==> src/rtl/core/owd_delay_congestion_threshold_unit_assert.svh <==
// assertion macros shared by the owd delay threshold rtl
`ifndef OWD_DELAY_CONGESTION_THRESHOLD_UNIT_ASSERT_SVH
`define OWD_DELAY_CONGESTION_THRESHOLD_UNIT_ASSERT_SVH

// same-cycle implication, off during reset
`define ODCT_ASSERT_NOW(label, clk, rst, pre, post) \
  label: assert property (@(posedge clk) disable iff (rst) (pre) |-> (post)) \
    else $error("odct assertion failed");

// next-cycle implication, off during reset
`define ODCT_ASSERT_NEXT(label, clk, rst, pre, post) \
  label: assert property (@(posedge clk) disable iff (rst) (pre) |=> (post)) \
    else $error("odct assertion failed");

`endif

==> src/rtl/core/odct_pkg.sv <==
// types and constants of the owd delay threshold block
`timescale 1ns / 1ps
`default_nettype none
package odct_pkg;

  localparam logic OP_ACK  = 1'b0;
  localparam logic OP_LOSS = 1'b1;

  localparam int CFG_IDX_W = 2;
  localparam logic [CFG_IDX_W-1:0] REG_SEGMENT_SIZE = 2'd0;
  localparam logic [CFG_IDX_W-1:0] REG_ROLLOVER     = 2'd1;

  localparam logic [15:0] SEGMENT_SIZE_RST = 16'd536;
  localparam logic [15:0] ROLLOVER_RST     = 16'd60;

  localparam int DIV_STEPS = 64;

  typedef struct packed {
    logic        opcode;
    logic [31:0] ts_value;
    logic [31:0] ts_echo;
    logic        rtt_positive;
    logic [31:0] now_seconds;
    logic [31:0] bytes_in_flight;
    logic [31:0] old_threshold;
  } odct_in_t;

  typedef struct packed {
    logic [31:0] new_threshold;
    logic [31:0] max_queue_delay;
    logic [31:0] base_delay;
  } odct_out_t;

endpackage
`default_nettype wire

==> src/rtl/core/odct_ram.sv <==
// generic single write port ram with registered read
`timescale 1ns / 1ps
`default_nettype none
module odct_ram #(
  parameter int WIDTH = 32,
  parameter int DEPTH = 8,
  localparam int AW = (DEPTH > 1) ? $clog2(DEPTH) : 1
) (
  input  wire logic             clk,
  input  wire logic             we,
  input  wire logic [AW-1:0]    waddr,
  input  wire logic [WIDTH-1:0] wdata,
  input  wire logic [AW-1:0]    raddr,
  output logic      [WIDTH-1:0] rdata
);

  logic [WIDTH-1:0] mem [DEPTH];

  always_ff @(posedge clk) begin
    if (we) begin
      mem[waddr] <= wdata;
    end
    rdata <= mem[raddr];
  end

endmodule
`default_nettype wire

==> src/rtl/core/odct_div.sv <==
// restoring divider, 64-bit dividend by 33-bit divisor, one quotient bit per cycle
`timescale 1ns / 1ps
`default_nettype none
`include "owd_delay_congestion_threshold_unit_assert.svh"
module odct_div
  import odct_pkg::*;
(
  input  wire logic        clk,
  input  wire logic        rst,
  input  wire logic        start,
  input  wire logic [63:0] dividend,
  input  wire logic [32:0] divisor,
  output logic             done,
  output logic      [63:0] quotient
);

  localparam int CW = $clog2(DIV_STEPS);

  logic          busy;
  logic [CW-1:0] cnt;
  logic [32:0]   rem;
  logic [63:0]   dvd;
  logic [32:0]   dsr;
  logic [33:0]   rem_sh;
  logic          qbit;
  logic [32:0]   rem_next;

  // shift in the next dividend bit, subtract when it fits
  always_comb begin
    rem_sh   = {rem, dvd[63]};
    qbit     = rem_sh >= {1'b0, dsr};
    rem_next = qbit ? 33'(rem_sh - {1'b0, dsr}) : rem_sh[32:0];
  end

  always_ff @(posedge clk) begin
    if (rst) begin
      busy <= 1'b0;
      done <= 1'b0;
      cnt  <= '0;
    end else begin
      done <= 1'b0;
      if (start) begin
        busy <= 1'b1;
        cnt  <= '0;
        rem  <= '0;
        dvd  <= dividend;
        dsr  <= divisor;
      end else if (busy) begin
        rem <= rem_next;
        dvd <= {dvd[62:0], qbit};
        cnt <= cnt + CW'(1);
        if (cnt == CW'(DIV_STEPS - 1)) begin
          busy <= 1'b0;
          done <= 1'b1;
        end
      end
    end
  end

  assign quotient = dvd;

  `ODCT_ASSERT_NEXT(a_start_busy, clk, rst, start, busy)
  `ODCT_ASSERT_NOW(a_done_idle, clk, rst, done, !busy)
  `ODCT_ASSERT_NEXT(a_busy_runs, clk, rst, busy && !start, busy || done)

endmodule
`default_nettype wire

==> src/rtl/core/owd_delay_congestion_threshold_unit.sv <==
// top level: one-way delay base tracking and loss threshold unit
//
//  channel  direction  handshake              payload
//  in       input      in_valid / in_stall    odct_in_t  in_data
//  out      output     out_valid / out_stall  odct_out_t out_data
//  cfg      input      cfg_valid / cfg_ready  cfg_index, cfg_data (16 bits)
//
// ack without a usable sample goes straight to the finish state; an ack with a sample passes
// through push, a sweep over the two window rams for min and max, queue delay and finish
// loss event: the short paths go straight to finish, else multiply, the 64-step divider, clamp
// one item at a time: in_stall is high from acceptance until the result is loaded
// rst is synchronous; the windows start empty through their fill counts
// a stalled result holds in the output register while the next item may be taken
`timescale 1ns / 1ps
`default_nettype none
`include "owd_delay_congestion_threshold_unit_assert.svh"
module owd_delay_congestion_threshold_unit
  import odct_pkg::*;
#(
  parameter int BASE_LEN   = 10,
  parameter int FILTER_LEN = 8
) (
  input  wire logic                 clk,
  input  wire logic                 rst,
  input  wire logic                 in_valid,
  output logic                      in_stall,
  input  wire odct_in_t             in_data,
  output logic                      out_valid,
  input  wire logic                 out_stall,
  output odct_out_t                 out_data,
  input  wire logic                 cfg_valid,
  output logic                      cfg_ready,
  input  wire logic [CFG_IDX_W-1:0] cfg_index,
  input  wire logic [15:0]          cfg_data
);

  localparam int BCAP    = BASE_LEN - 1;
  localparam int FCAP    = FILTER_LEN - 1;
  localparam int BAW     = (BCAP > 1) ? $clog2(BCAP) : 1;
  localparam int FAW     = (FCAP > 1) ? $clog2(FCAP) : 1;
  localparam int BUW     = $clog2(BCAP + 1);
  localparam int FUW     = $clog2(FCAP + 1);
  localparam int SWEEP_N = (BCAP > FCAP) ? BCAP : FCAP;
  localparam int SW      = $clog2(SWEEP_N + 1);

  typedef enum logic [3:0] {
    S_IDLE, S_PUSH, S_SWEEP, S_QDLY, S_LOSS, S_MUL, S_DIVGO, S_DIVWAIT, S_CLAMP, S_FINISH
  } state_t;

  state_t      state;
  odct_in_t    item;
  logic [15:0] segment_size;
  logic [15:0] rollover_seconds;

  logic [BUW-1:0] base_used;
  logic [BAW-1:0] base_head;
  logic [BAW-1:0] base_newest;
  logic [31:0]    base_last;
  logic [FUW-1:0] recent_used;
  logic [FAW-1:0] recent_head;
  logic [31:0]    base_min;
  logic [31:0]    recent_min;
  logic [31:0]    recent_max;
  logic [31:0]    largest_qd;
  logic [31:0]    last_rollover;
  logic           sample_valid;
  logic [SW-1:0]  sweep_idx;
  logic [31:0]    dreg;
  logic [63:0]    product;
  logic [31:0]    thr;

  logic [31:0]    owd;
  logic           r_full;
  logic           r_we;
  logic [FAW-1:0] r_waddr;
  logic [31:0]    r_rdata;
  logic           b_full;
  logic           b_push;
  logic           b_lower;
  logic           b_we;
  logic [BAW-1:0] b_waddr;
  logic [31:0]    b_rdata;
  logic [SW-1:0]  sweep_k;
  logic [31:0]    floor2;
  logic [31:0]    half_bif;
  logic [31:0]    d_loss;
  logic [31:0]    qdly;
  logic [31:0]    q_clamped;
  logic           div_start;
  logic           div_done;
  logic [63:0]    div_q;

  assign cfg_ready = 1'b1;
  assign in_stall  = (state != S_IDLE);
  assign div_start = (state == S_DIVGO);

  always_comb begin
    owd     = item.ts_value - item.ts_echo;
    r_full  = recent_used == FUW'(FCAP);
    r_waddr = r_full ? recent_head : recent_used[FAW-1:0];
    r_we    = (state == S_PUSH);
    b_full  = base_used == BUW'(BCAP);
    // an empty history always opens its first slot
    b_push  = (base_used == '0) ||
              ((item.now_seconds - last_rollover) > {16'b0, rollover_seconds});
    b_lower = !b_push && (owd < base_last);
    b_waddr = b_push ? (b_full ? base_head : base_used[BAW-1:0]) : base_newest;
    b_we    = (state == S_PUSH) && (b_push || b_lower);
    sweep_k = sweep_idx - SW'(1);
    floor2  = {15'b0, segment_size, 1'b0};
    half_bif = {1'b0, item.bytes_in_flight[31:1]};
    d_loss  = recent_max - base_min;
    qdly    = recent_min - base_min;
    q_clamped = (div_q > {32'b0, item.old_threshold}) ? item.old_threshold : div_q[31:0];
  end

  odct_ram #(.WIDTH(32), .DEPTH(FCAP)) u_recent_ram (
    .clk   (clk),
    .we    (r_we),
    .waddr (r_waddr),
    .wdata (owd),
    .raddr (sweep_idx[FAW-1:0]),
    .rdata (r_rdata)
  );

  odct_ram #(.WIDTH(32), .DEPTH(BCAP)) u_base_ram (
    .clk   (clk),
    .we    (b_we),
    .waddr (b_waddr),
    .wdata (owd),
    .raddr (sweep_idx[BAW-1:0]),
    .rdata (b_rdata)
  );

  odct_div u_div (
    .clk      (clk),
    .rst      (rst),
    .start    (div_start),
    .dividend (product),
    .divisor  ({dreg, 1'b0}),
    .done     (div_done),
    .quotient (div_q)
  );

  always_ff @(posedge clk) begin
    if (rst) begin
      state            <= S_IDLE;
      out_valid        <= 1'b0;
      segment_size     <= SEGMENT_SIZE_RST;
      rollover_seconds <= ROLLOVER_RST;
      base_used        <= '0;
      base_head        <= '0;
      base_newest      <= '0;
      recent_used      <= '0;
      recent_head      <= '0;
      base_min         <= '1;
      recent_min       <= '1;
      recent_max       <= '0;
      largest_qd       <= '0;
      last_rollover    <= '0;
      sample_valid     <= 1'b0;
      sweep_idx        <= '0;
    end else begin
      if (cfg_valid && cfg_ready) begin
        unique case (cfg_index)
          REG_SEGMENT_SIZE: segment_size     <= cfg_data;
          REG_ROLLOVER:     rollover_seconds <= cfg_data;
          default: ;
        endcase
      end

      // the finish state reloads the register itself
      if (out_valid && !out_stall && (state != S_FINISH)) begin
        out_valid <= 1'b0;
      end

      unique case (state)
        S_IDLE: begin
          if (in_valid) begin
            item <= in_data;
            thr  <= '0;
            if (in_data.opcode == OP_ACK) begin
              sample_valid <= (in_data.ts_value != '0) && (in_data.ts_echo != '0);
              if ((in_data.ts_value != '0) && (in_data.ts_echo != '0) &&
                  in_data.rtt_positive) begin
                state <= S_PUSH;
              end else begin
                state <= S_FINISH;
              end
            end else begin
              state <= S_LOSS;
            end
          end
        end
        S_PUSH: begin
          if (r_full) begin
            recent_head <= (recent_head == FAW'(FCAP - 1)) ? '0 : recent_head + FAW'(1);
          end else begin
            recent_used <= recent_used + FUW'(1);
          end
          if (b_push) begin
            base_newest <= b_waddr;
            base_last   <= owd;
            if (base_used != '0) begin
              last_rollover <= item.now_seconds;
            end
            if (b_full) begin
              base_head <= (base_head == BAW'(BCAP - 1)) ? '0 : base_head + BAW'(1);
            end else begin
              base_used <= base_used + BUW'(1);
            end
          end else if (b_lower) begin
            base_last <= owd;
          end
          base_min   <= '1;
          recent_min <= '1;
          recent_max <= '0;
          sweep_idx  <= '0;
          state      <= S_SWEEP;
        end
        S_SWEEP: begin
          // read data belongs to the address of the previous sweep step
          if (sweep_idx != '0) begin
            if (sweep_k < SW'(base_used)) begin
              if (b_rdata < base_min) begin
                base_min <= b_rdata;
              end
            end
            if (sweep_k < SW'(recent_used)) begin
              if (r_rdata < recent_min) begin
                recent_min <= r_rdata;
              end
              if (r_rdata > recent_max) begin
                recent_max <= r_rdata;
              end
            end
          end
          if (sweep_idx == SW'(SWEEP_N)) begin
            state <= S_QDLY;
          end else begin
            sweep_idx <= sweep_idx + SW'(1);
          end
        end
        S_QDLY: begin
          if (qdly > largest_qd) begin
            largest_qd <= qdly;
          end
          state <= S_FINISH;
        end
        S_LOSS: begin
          if (!sample_valid || (largest_qd == '0)) begin
            thr   <= (half_bif > floor2) ? half_bif : floor2;
            state <= S_FINISH;
          end else if (d_loss == '0) begin
            thr   <= item.old_threshold;
            state <= S_FINISH;
          end else begin
            dreg  <= d_loss;
            state <= S_MUL;
          end
        end
        S_MUL: begin
          product <= 64'(item.bytes_in_flight) * 64'(largest_qd);
          state   <= S_DIVGO;
        end
        S_DIVGO: begin
          state <= S_DIVWAIT;
        end
        S_DIVWAIT: begin
          if (div_done) begin
            state <= S_CLAMP;
          end
        end
        S_CLAMP: begin
          thr   <= (q_clamped > floor2) ? q_clamped : floor2;
          state <= S_FINISH;
        end
        S_FINISH: begin
          // wait for the output register to free up
          if (!out_valid || !out_stall) begin
            out_valid                <= 1'b1;
            out_data.new_threshold   <= thr;
            out_data.max_queue_delay <= largest_qd;
            out_data.base_delay      <= base_min;
            state                    <= S_IDLE;
          end
        end
        default: state <= S_IDLE;
      endcase
    end
  end

  `ODCT_ASSERT_NEXT(a_accept_busy, clk, rst, in_valid && !in_stall, in_stall)
  `ODCT_ASSERT_NOW(a_recent_bound, clk, rst, 1'b1, recent_used <= FUW'(FCAP))
  `ODCT_ASSERT_NOW(a_base_min_newest, clk, rst,
    (state == S_IDLE) && (base_used != '0), base_min <= base_last)
  `ODCT_ASSERT_NOW(a_div_done_wait, clk, rst, div_done, state == S_DIVWAIT)

endmodule
`default_nettype wire

==> config.mk <==
export PLATFORM = sky130hd
export DESIGN_NAME = owd_delay_congestion_threshold_unit
export DESIGN_NICKNAME = d
export VERILOG_FILES = /design/src/rtl/core/odct_pkg.sv /design/src/rtl/core/odct_ram.sv /design/src/rtl/core/odct_div.sv /design/src/rtl/core/owd_delay_congestion_threshold_unit.sv
export VERILOG_INCLUDE_DIRS = /design/src /design/src/rtl/core
export SDC_FILE = /design/constraint.sdc
export NUM_CORES = 2
export LEC_CHECK = 0
export ABC_CLOCK_PERIOD_IN_PS = 16700
export BUFFER_PORTS_ARGS = -buffer_cell sky130_fd_sc_hd__buf_2
export CAP_MARGIN = 15
export CORE_MARGIN = 10
export CORE_UTILIZATION = 59
export DETAILED_ROUTE_END_ITERATION = 7
export HOLD_SLACK_MARGIN = 0.06
export PLACE_DENSITY = 0.85
export SLEW_MARGIN = 25
export SYNTH_ARGS = -nofsm -noshare
export SYNTH_HDL_FRONTEND = slang
export SYNTH_SLANG_ARGS = --single-unit
export TNS_END_PERCENT = 5
==> constraint.sdc <==
create_clock -name clk -period 16.7 [get_ports clk]
set_clock_uncertainty 0.2 [all_clocks]
set_input_delay 5.01 -clock clk [delete_from_list [all_inputs] [get_ports clk]]
set_output_delay 5.01 -clock clk [all_outputs]
set_load 0.02 [all_outputs]
; Word level (Yosys, flattened, before mapping)
; Memories as Yosys holds them, arrays and structs flattened. A register that Yosys moved wholly into a read port is not among the register bits.
; Cells that the tools add are included.
[totals]
ff_bits = 773
ramBits = 512
input_bits = 185
out_inout_bits = 99
wordCells = 203
mem_count = 2
[classes]
n_addsub = 12
n_mul = 1
n_lt_le_gt_ge = 12
eq_ne = 29
muxes = 52
bitwise = 7
n_reduce_logical = 54
[memory_table]
columns = name, words, width, rd, rd_ports_with_merged_regs, write_ports, line_no
row1 = u_base_ram.mem, 9, 32, 1, 1, 1, odct_ram.sv:17  ; logic [WIDTH-1:0] mem [DEPTH];
row2 = u_recent_ram.mem, 7, 32, 1, 1, 1, odct_ram.sv:17
[op_table]
columns = operator, count
row1 = 2-to-1 mux 32 bit, 16
row2 = one-hot mux 32 bit (2 select lines), 3
row3 = 2-to-1 mux 64 bit, 2
row4 = subtractor 32 bit, 4
row5 = less-than comparator 32 bit, 3
row6 = one-hot mux 32 bit (3 select lines), 1
row7 = 2-to-1 mux 33 bit, 2
row8 = greater-than comparator 32 bit, 2
row9 = greater-than comparator 64 x 32 -> 1 bit, 1
row10 = logical NOT 32 bit, 2
row11 = multiplier 32 x 32 -> 64 bit, 1
row12 = nonzero test 32 bit, 2
row13 = 2-to-1 mux 4 bit, 12
row14 = one-hot mux 4 bit (9 select lines), 1
row15 = greater-or-equal comparator 34 x 33 -> 1 bit, 1
row16 = subtractor 33 bit, 1
row17 = greater-than comparator 32 x 16 -> 1 bit, 1
row18 = greater-than comparator 32 x 17 -> 1 bit, 1
row19 = greater-than comparator 31 x 17 -> 1 bit, 1
row20 = 2-to-1 mux 31 bit, 1
row21 = AND reduction 4 bit, 6
row22 = AND reduction 3 bit, 7
row23 = equality test 4 bit (second input constant), 5
row24 = inequality test 2 bit (second input constant), 10
row25 = other kinds (30), 81

; Logic depth before layout (Yosys ltp)
[depth]
ltp_word = 9
ltp_mapped = 33
depth_no_buf = 30

; Cells and area by module
; A second synthesis with hierarchy kept.
[unflattened]
cells_unflattened = 8818
hier_area_um2 = 98015.3
[by_module_without_submodules]
columns = module, instances, cells_per_inst, area_per_inst_um2, seq_area_each_um2
row1 = owd_delay_congestion_threshold_unit, 1, 7101, 68859.8, 16896.2
row2 = odct_ram at u_base_ram, 1, 629, 11895.2, 9288.9
row3 = odct_ram at u_recent_ram, 1, 491, 9844.4, 7367.1
row4 = odct_div, 1, 597, 7415.9, 4063.9

; Worst setup path before layout
; Ideal clock, no wire load.
[synth_timing]
path_type = input-to-reg
start = in rst
end = reg out_data[0] (netlist name), enable pin
setup_ns = 0.688
t_arrival_ns = 12.599
required_time_ns = 15.812
path_slack_ns = 3.212
path_stages = 4
n_path_buf = 3
cell_sequence = clkbuf_1 -> clkbuf_1 -> clkbuf_1 -> nor3b_1
[synth_between]
elab_chain_cells = 2
[synth_lines]
columns = item, line_no
row1 = from (decl), owd_delay_congestion_threshold_unit.sv:24  ; input wire logic rst,
row2 = inverter 1 bit (no source line), --
row3 = AND reduction 3 bit (no source line), --
row4 = to (decl), owd_delay_congestion_threshold_unit.sv:30  ; output odct_out_t out_data,
; No other way between the ends.
; A chain may end at the register's enable or synchronous reset.

; Worst setup path after layout
[layout_timing]
start = reg item, in the netlist half_bif[10]
end = reg product[50] (data pin)
[layout_between]
elab_chain_cells = 1
[layout_lines]
columns = item, line_no
row1 = from (decl), owd_delay_congestion_threshold_unit.sv:51  ; odct_in_t item;
row2 = from (signal assigned), owd_delay_congestion_threshold_unit.sv:180  ; item <= in_data;
row3 = multiplier 32 x 32 -> 64 bit, owd_delay_congestion_threshold_unit.sv:263  ; product <= 64'(item.bytes_in_flight) * 64'(largest_qd);
row4 = to (signal assigned), owd_delay_congestion_threshold_unit.sv:263
row5 = to (decl), owd_delay_congestion_threshold_unit.sv:69  ; logic [63:0] product;
; No other way between the ends.

==> summary.md <==
| Metric | Value |
|---|---|
| Cell row count | 148 |
| DRT iter0 DRCs | 7846 |
| Worst Hold Class | flip-flop to flip-flop |
| Setup Buffers After CTS | 0 |
| Worst-Margin Slew | 1.20 ns |
| Met2 Use GR | 0.490 |
| Die Y | 425 um |
| Vias per inst | 6.23 |
| Worst Path Arrival | 9.56 ns |
| Avg Inst Size Synth | 10.9 sq um |
| Hold_sp | thr[23]$_DFFE_PP_ |
| CTS max path bufs | 3 |
| Clk Latency, worst-skew pair | 0.82 ns |
| Slowest Stage Delay on Critical Path | 0.73 ns |
| Sequential area share after synthesis | 0.388 |
| VDD IR-drop max | 0.122 mV |
| Cells after synthesis | 8898 |
| Met1 GRT Util | 0.363 |
| Htree depth | 4 |
| Post-route cell area | 106000 sq um |
| IO Pins | 284 |
| DP Area | 101000 sq um |
| TritonCTS Buffers | 134 |
| First-pass GRT wire length | 425 mm |
| RR Endpoint | product[50]$_DFFE_PP_ |
| Syn Std Cell Area | 96900 sq um |
| Most used cell, CP | fa_1 |
| Worst reg2reg path depth | 26 |
| P per Cell Area | 109 nW/um^2 |
| DIE AREA | 181000 sq um |
| Critical Path Source Type | flip-flop |
| Hpwl dp | 193 mm |
| Most frequent cells in the layout | inv_1, edfxtp_1, nand2_1 |
| Slowest cell on the critical path | nor4_1 |
| WHS Endpoint | out_data[87]$_DFFE_PP_ |
| Post-synth ARST share | 0 |
| RSZ-0062 raised after global routing | false |
| Die X | 425 um |
| Routed WL per cell | 24.4 um |
| PortBufs | 282 |
| Core area | 163000 sq um |
| Root buf cell | clkbuf_16 |
| Reg-to-reg slack, setup | 7.49 ns |
| Status | complete, no violations |
| Most common cell after layout, fill and taps aside | inv_1 |
| Post-synth EDFFs | 1057 |
| Total Nets Final | 10800 |
| CTS resizes | 0 |
| Setup TNS | 0 ns |
| Vias in the first global route | 74100 |
| Fin crit period | 9.21 ns |
| P&R area growth vs syn | 8.91% |
| Hold Crit Depth | 0 |
| Fillers | 11700 |
| Leakage power | 46.1 nW |
| Initial DRT Pass Iterations | 8 |
| # hold bufs at CTS | 0 |
| F_max | 0.109 GHz |
| Largest net degree at the start of global routing | 101 |
| Met3 Usage GRT | 0.0672 |
| Crit share post-route | 0.552 |
| Reg area | 37600 sq um |
| Seq cells post-synth | 1349 |
| Max-cap viol count | 0 |
| Initial antenna violation count | 9 |
| Most used routing layer | met2 |
| Fin. max-slew vios | 0 |
| Vias post-DR | 70600 |
| Drt drc | 0 |
| Req. time, crit path | 17.04 ns |
| Routability Congestion | 0.969 |
| Syn nets | 10700 |
| Total global-route track usage | 0.303 |
| Slew HR | 0.197 |
| Crit Path Category | flip-flop to flip-flop |
| Netlist cell types | 97 |
| Clock transition at path regs | 0.07 ns |
| Final WL | 277 mm |
| Clock Sinks | 1349 |
| Commonest register cell after synthesis | edfxtp_1 |
| TritonCTS clock tree | done |
| Reg2Reg Launch Point | half_bif[10]$_DFFE_PP_ |
| Multi-input gate area | 53100 sq um |
| DRT antenna net count | 0 |
| YS warnings | 0 |
| Starting density of the core | 0.595 |
| Grt total ovfl | 0 |
| Critical path fanouts, max | 34 |
| Share of cells above drive strength 1 | 0.0943 |
| Final Hold Vio Count | 0 |
| CP endpoint kind | flip-flop |
| Layout Utilization | 0.648 |
| Final setup fails | 0 |
power by group:
part	internal [mW]	switching (mW)
clock	1.87	1.37
combinational	1.32	2.44
sequential	4.29	0.248
how the worst max path moves through the flow:
stage,slack [ns],end,cells after the start,from
after floorplan,3.21,out_data[0]$_DFFE_PP_,4,rst
after detailed placement,7.82,product[62]$_DFFE_PP_,25,largest_qd[6]$_SDFFE_PP0P_
after CTS,7.75,product[50]$_DFFE_PP_,26,half_bif[10]$_DFFE_PP_
after global routing,7.28,product[50]$_DFFE_PP_,26,half_bif[10]$_DFFE_PP_
after global placement,8.03,product[60]$_DFFE_PP_,26,largest_qd[13]$_SDFFE_PP0P_
final,7.49,product[50]$_DFFE_PP_,26,half_bif[10]$_DFFE_PP_
Yosys cell counts (all sizes together) (40+ instances only):
| cell | n | area share |
|---|---|---|
| a211oi | 40 | 0.0031 |
| a21o | 178 | 0.014 |
| a21oi | 361 | 0.019 |
| and2 | 586 | 0.038 |
| buf | 48 | 0.0022 |
| clkbuf | 376 | 0.015 |
| dfxtp | 292 | 0.060 |
| edfxtp | 1057 | 0.33 |
| fa | 901 | 0.19 |
| ha | 673 | 0.087 |
| inv | 1282 | 0.050 |
| mux2i | 183 | 0.019 |
| mux4 | 96 | 0.022 |
| nand2 | 954 | 0.037 |
| nand3 | 79 | 0.0041 |
| nand4 | 89 | 0.0057 |
| nor2 | 368 | 0.014 |
| nor2b | 42 | 0.0028 |
| nor3 | 105 | 0.0054 |
| nor4 | 58 | 0.0037 |
| o21a | 52 | 0.0040 |
| o21ai | 328 | 0.017 |
| o31ai | 41 | 0.0032 |
| xnor2 | 133 | 0.012 |
| xor2 | 59 | 0.0053 |
registers in the layout, indices dropped and copies added (netlist names), 33 cells and up:
register	cells
u_div.quotient	64
u_base_ram.mem	288
product	64
u_recent_ram.mem	224
u_div.rem	33
out_data	96
item	129
metal layers:
metal  vias to the layer above  share of wire
met5                         -        0.00015
met3                      1226           0.10
met1                     34600           0.35
met4                         6          0.081
li1                      30200              -
met2                      4521           0.47
worst max-delay path: cells and delay by family (launching register included):
| family | cells | cell delay, ns |
|---|---|---|
| adders and majority gates | 9 | 4.48 |
| AOI/OAI and AO/OA | 7 | 1.77 |
| and+or+nand+nor | 4 | 1.31 |
| buffers and inverters | 5 | 0.77 |
| DFF | 1 | 0.32 |
| xor gates and xnor gates | 1 | 0.08 |
kinds of logic (layout without fill, tap and decap cells):
logic type	Yosys count	in the layout	share of synthesized area
buffers and inverters	1706	1957	0.0667
muxes	297	297	0.0433
other	1	3	0.0000387
and+or+nand+nor	2490	2490	0.127
AOI/OAI and AO/OA	1289	1289	0.0842
adders and majority gates	1574	1574	0.273
xor gates and xnor gates	192	192	0.0174
DFF	1349	1349	0.388
metrics by stage:
| step | instances | setup WS [ns] | hold WS, ns | power [mW] |
|---|---|---|---|---|
| final | 11300 | 7.49 | 0.208 | 11.5 |
| after global routing | 11300 | 7.28 | 0.217 | 12.0 |
| after CTS | 11300 | 7.75 | 0.210 | 11.4 |
| after detailed placement | 11100 | 7.82 | 0.205 | 8.16 |
| after global placement | 11100 | 8.03 | 0.200 | 7.97 |
| after floorplan | 8898 | 3.21 | 0.200 | 6.92 |
layout make-up:
type | count | area share
well taps | 2175 | 0.0258
repair buffers | 430 | 0.0243
diodes | 2 | 0.0000474
clock buffers | 166 | 0.0339
flip-flops and latches | 1349 | 0.356
clock inverters | 79 | 0.0104
multi-input cells | 5843 | 0.504
inverters | 1282 | 0.0456
(Power assumes the default switching activity.)
